$ cat src/hw/rtl/cfpd_pkg.sv
package cfpd_pkg;

	localparam logic [15:0] CRC_POLY = 16'h1021;
	localparam int MIN_BODY_LEN = 5;
	localparam int FRAME_CAP = 512;
	localparam int FRAME_OVERHEAD = 6;
	localparam int BODY_OFFSET = 4;
	localparam int PAYLOAD_OFFSET = 9;
	localparam int CHUNK_BYTES = 8;

	localparam logic [1:0] REG_MAGIC_HIGH = 2'd0;
	localparam logic [1:0] REG_MAGIC_LOW_REQUEST = 2'd1;
	localparam logic [1:0] REG_MAGIC_LOW_RESPONSE = 2'd2;
	localparam logic [1:0] REG_MAX_FRAME_TOTAL = 2'd3;

	typedef logic [7:0] byte_t;

	function automatic logic [15:0] crc16_byte(input logic [15:0] crc_in, input byte_t data);
		logic [15:0] crc;
		crc = crc_in ^ {data, 8'h00};
		for (int b = 0; b < 8; b++) begin
			if (crc[15]) begin
				crc = {crc[14:0], 1'b0} ^ CRC_POLY;
			end else begin
				crc = {crc[14:0], 1'b0};
			end
		end
		return crc;
	endfunction

endpackage

$ cat src/hw/rtl/cfpd_ram.sv
module cfpd_ram #(
	parameter int DEPTH = 512,
	parameter int AW = 9
) (
	input logic clk,
	input logic we,
	input logic [AW-1:0] waddr,
	input cfpd_pkg::byte_t wdata,
	input logic [AW-1:0] raddr,
	output cfpd_pkg::byte_t rdata
);
	import cfpd_pkg::*;

	byte_t mem [DEPTH];

	always_ff @(posedge clk) begin
		if (we) begin
			mem[waddr] <= wdata;
		end
		rdata <= mem[raddr];
	end

endmodule

$ cat config.mk
export PLATFORM = sky130hd
export DESIGN_NAME = cfpd_ram
export DESIGN_NICKNAME = d
export VERILOG_FILES = /design/src/hw/rtl/cfpd_pkg.sv /design/src/hw/rtl/cfpd_ram.sv
export SDC_FILE = /design/constraint.sdc
export NUM_CORES = 2
export LEC_CHECK = 0
export ABC_AREA = 0
export BUFFER_PORTS_ARGS = -buffer_cell sky130_fd_sc_hd__buf_4
export CAP_MARGIN = 10
export CORE_UTILIZATION = 43
export DETAILED_ROUTE_END_ITERATION = 6
export SKIP_CTS_REPAIR_TIMING = 1
export SLEW_MARGIN = 20
export SYNTH_ARGS = -nofsm -noshare
export SYNTH_HDL_FRONTEND = slang
export SYNTH_SLANG_ARGS = --single-unit
$ cat constraint.sdc
create_clock -name clk -period 3.2 [get_ports clk]
set_clock_uncertainty 0.05 [all_clocks]
set_input_delay 0.64 -clock clk [delete_from_list [all_inputs] [get_ports clk]]
set_output_delay 0.64 -clock clk [all_outputs]
set_load 0.02 [all_outputs]
---- Word level (Yosys, flattened, before mapping) ----
Memory sizes are Yosys's and may differ from the RTL's. A register that Yosys moved wholly into a read port is not among the register bits.
Index checks and enable logic that the tools add are counted.
word-level totals
  flip-flop bits (word level) ............. 0
  RAM bits ................................ 4096
  bits of input ports ..................... 28
  logic and storage cells ................. 3
  memories kept ........................... 1
cells by class
  multiplexer cells ....................... 2
memory list
  memory  depth  bits a word  read ports  clocked after Yosys merged registers in  wr ports  RTL line        text
  mem     512    8            1           1                                        1         cfpd_ram.sv:14  byte_t mem [DEPTH];
operators with widths
  cell    count
  $mux 1  2

---- Logic depth before layout (Yosys ltp) ----
  depth in word-level cells ............... 2
  gate-level depth with buffers ........... 12
  depth with buffers taken out ............ 7

---- Worst setup path before layout ----
No wires, ideal clock.
  path type ............................... in2reg
  start point ............................. input port raddr[0]
  end point ............................... register rdata[0], read port of mem
  arrival time ............................ 2.494 ns
  data required time ...................... 3.032 ns
  slack ................................... 0.538 ns
  cell stages on the path ................. 10
  path buffers ............................ 4
  cell sequence ........................... buf_4 > buf_12 > buf_12 > buf_2 > mux4_2 > o21ai_0 > nand3_1 > nand4_1 > o21ai_0 > o2111a_1
RTL lines
  element             RTL line        text
  start: declaration  cfpd_ram.sv:9   input logic [AW-1:0] raddr,
  end: declaration    cfpd_ram.sv:10  output cfpd_pkg::byte_t rdata

==> metrics.cfg <==
[hold_path]
min_from=wdata[2]
min_path_type=input port to register
holdPathEnd=mem[397][2]$_DFFE_PP_
hold_path_depth=1

[clock_network]
clockBufferDepth=4
htree_levels=5
clk_pin_slew_ns=0.06
clock_latency_ns=0.98
cts_tree=yes
numCtsBuffers=413
clock_sinks=4104
clockRootBuffer=clkbuf_16

[global_route]
grt_pass1_wl_um=622000
grt_util_met3_pct=3.49
grt_usage_pct=23.0
grtUsageMet1_pct=32.5
antenna_found_initial=16
grt_max_degree=130
busiest_layer=met2
first_global_vias=85277
grt.overflow.total=0
grtUsageMet2_pct=36.8

[sta]
worstMarginPinSlew_ns=1.01
setup_viol=0
hold_viol_final=0
clock.fmax_ghz=0.323
period_share_pct=96.7
tns_ns=0
period_minus_slack_ns=3.10
max_slew_margin_pct=32.8
rsz0062_at_grt=false
slew_violations=0

[yosys]
ys.warnings.count=0
ys_seq_elements=4104
synth_common_cells=4096 x edfxtp_1, 797 x mux2i_1, 654 x mux4_2
syn_area_mm2=0.160
synth_edf_count=4096
synth_largest_area_cell=edfxtp_1
synth_ff_type=edfxtp_1
yosys.cell_count.top_type=edfxtp_1
synth_top_area_share_pct=76.9
synth.avg_cell_area_um2=19.9
netlist_top_cells_area=edfxtp_1 77%, mux4_2 9.2%, mux2i_1 5.0%
syn_inst=8030
synth.distinct_cells=51
ys_seq_area_share_pct=77.0
async_flop_share_pct=0
syn_nets=8058

[worst_setup_path]
worstSetupStartpointType=input port
worst_path_dominant_cell_family=simple AND/OR/NAND/NOR gates
rr_worst_depth=8
max_stage_delay_ns=0.52
critical_path_class=input port to register
crit_arrival_ns=3.96
end_kind=register
worstPathRequired_ns=4.07
path_cells=clkbuf_8 -> or2_4 -> buf_4 -> buf_4 -> o221ai_1 -> buf_4 -> nor3_1 -> nor4_1 -> buf_4 -> o311ai_0 -> nor4_1 -> buf_12 -> o2111a_1
cp.buffers_inverters=6
r2r_setup_slack_ns=0.28
cp_max_fo=10
r2r_start=mem[265][0]$_DFFE_PP_
cp_common_cell=buf_4
regToRegEndpoint=rdata[0]$_DFF_P_
cpMaxStageDelayCell=nor4_1

[floorplan]
rows=223
start_util_pct=43.3
die_h_um=612
die-area_mm2=0.374
core-area_mm2=0.369
die_w_um=612
num_io_pins=36

[power]
design_power_total_mw=114
pwr_density_cell_mw_per_mm2=602
p_leak_nw=62.5
max-vdd-ir-drop_v=0.000430

[cells_and_area]
final_nets=9309
fill_cells=29174
area_delta_synth_final_pct=18.5
drive_gt1_share_pct=27.5

[drt]
drc=1
wl_per_cell_um=29.9
avgViaCountPerCell=5.85
drt-total-wl_um=435000
dr.pass1.iters=7
drtIter0Drc=10045
num_vias=85332
ant_nets=0

[flow_run]
maxCapViolations=0

[placed_design]
gp_congestion=0.898
hpwl_um=279000
io_buffers=35

[run_status]
violations=DRC
status=finished, violations left

[kinds of logic (layout without fill, tap and decap cells)]
group,after synthesis,in the layout,synth area share (%)
buffers and inverters,516,2103,1.85
muxes,1451,1451,14.2
DFF,4104,4104,77.0
other,0,9,0
and+or+nand+nor,980,980,2.63
AOI/OAI and AO/OA,979,979,4.31
[worst max-delay path by stage]
stage	slack, ns	start	end	cells past startpoint
floorplan	0.54	raddr[0]	rdata[0]$_DFF_P_	10
global placement	-1.08	raddr[2]	rdata[3]$_DFF_P_	11
detailed placement	-1.10	raddr[1]	rdata[3]$_DFF_P_	11
CTS	-0.06	raddr[1]	rdata[3]$_DFF_P_	11
global route	0.11	raddr[0]	rdata[4]$_DFF_P_	12
finish	0.10	raddr[2]	rdata[3]$_DFF_P_	13
[power breakdown]
part           internal (mW)  switching [mW]
sequential              59.2          0.0614
clock                   28.1            20.4
combinational           2.39            3.96
[routing by layer]
metal	wire [um]	share of wire, %	vias to the layer above
li1	-	-	35996
met1	177000	41	44915
met2	208000	48	3784
met3	35000	8.1	635
met4	15000	3.4	2
met5	8	0.0018	-
[layout make-up]
| type | instances | area (um2) | area share, % |
|---|---|---|---|
| diodes | 9 | 22.5 | 0.0119 |
| clock buffers | 502 | 10900 | 5.75 |
| clock inverters | 249 | 2690 | 1.42 |
| inverters | 3 | 18.8 | 0.00991 |
| multi-input cells | 3410 | 34000 | 18.0 |
| flip-flops and latches | 4104 | 123000 | 65.0 |
| well taps | 4950 | 6190 | 3.27 |
| repair buffers | 1349 | 12500 | 6.58 |
[flip-flops by register name, indices dropped and copies added (netlist names)]
register / cells
rdata: 8
mem: 4096
[through the flow]
stage / area [um2] / hold WS, ns / utilization [%] / cells / setup slack [ns]
6_report: 189000 / 0.118 / 51.3 / 14576 / 0.105
5_1_grt: 189000 / 0.0910 / 51.3 / 14571 / 0.114
4_1_cts: 189000 / -0.0906 / 51.3 / 14566 / -0.0556
3_5_place_dp: 176000 / 0.949 / 47.6 / 13815 / -1.10
2_1_floorplan: 160000 / 0.689 / - / 8030 / 0.538
3_3_place_gp: 176000 / 0.941 / 47.6 / 13815 / -1.08
[cells in the final DEF, fill, tap and decap left out, drive strengths merged, types with 8 or more instances in the layout]
cell and n:
a211oi 17, a21oi 194, a22oi 61, and2 20
buf 1347, bufinv 48, clkbuf 503, clkinv 176
clkinvlp 19, dfxtp 8, diode 9, edfxtp 4096
inv 9, mux2i 797, mux4 654, nand2 111
nand3 36, nand4 32, nor2 597, nor3 109
nor3b 8, nor4 36, o2111a 8, o21ai 119
o221ai 372, o22ai 163, o31ai 13
Note: power is estimated with default switching activity, not from simulation.
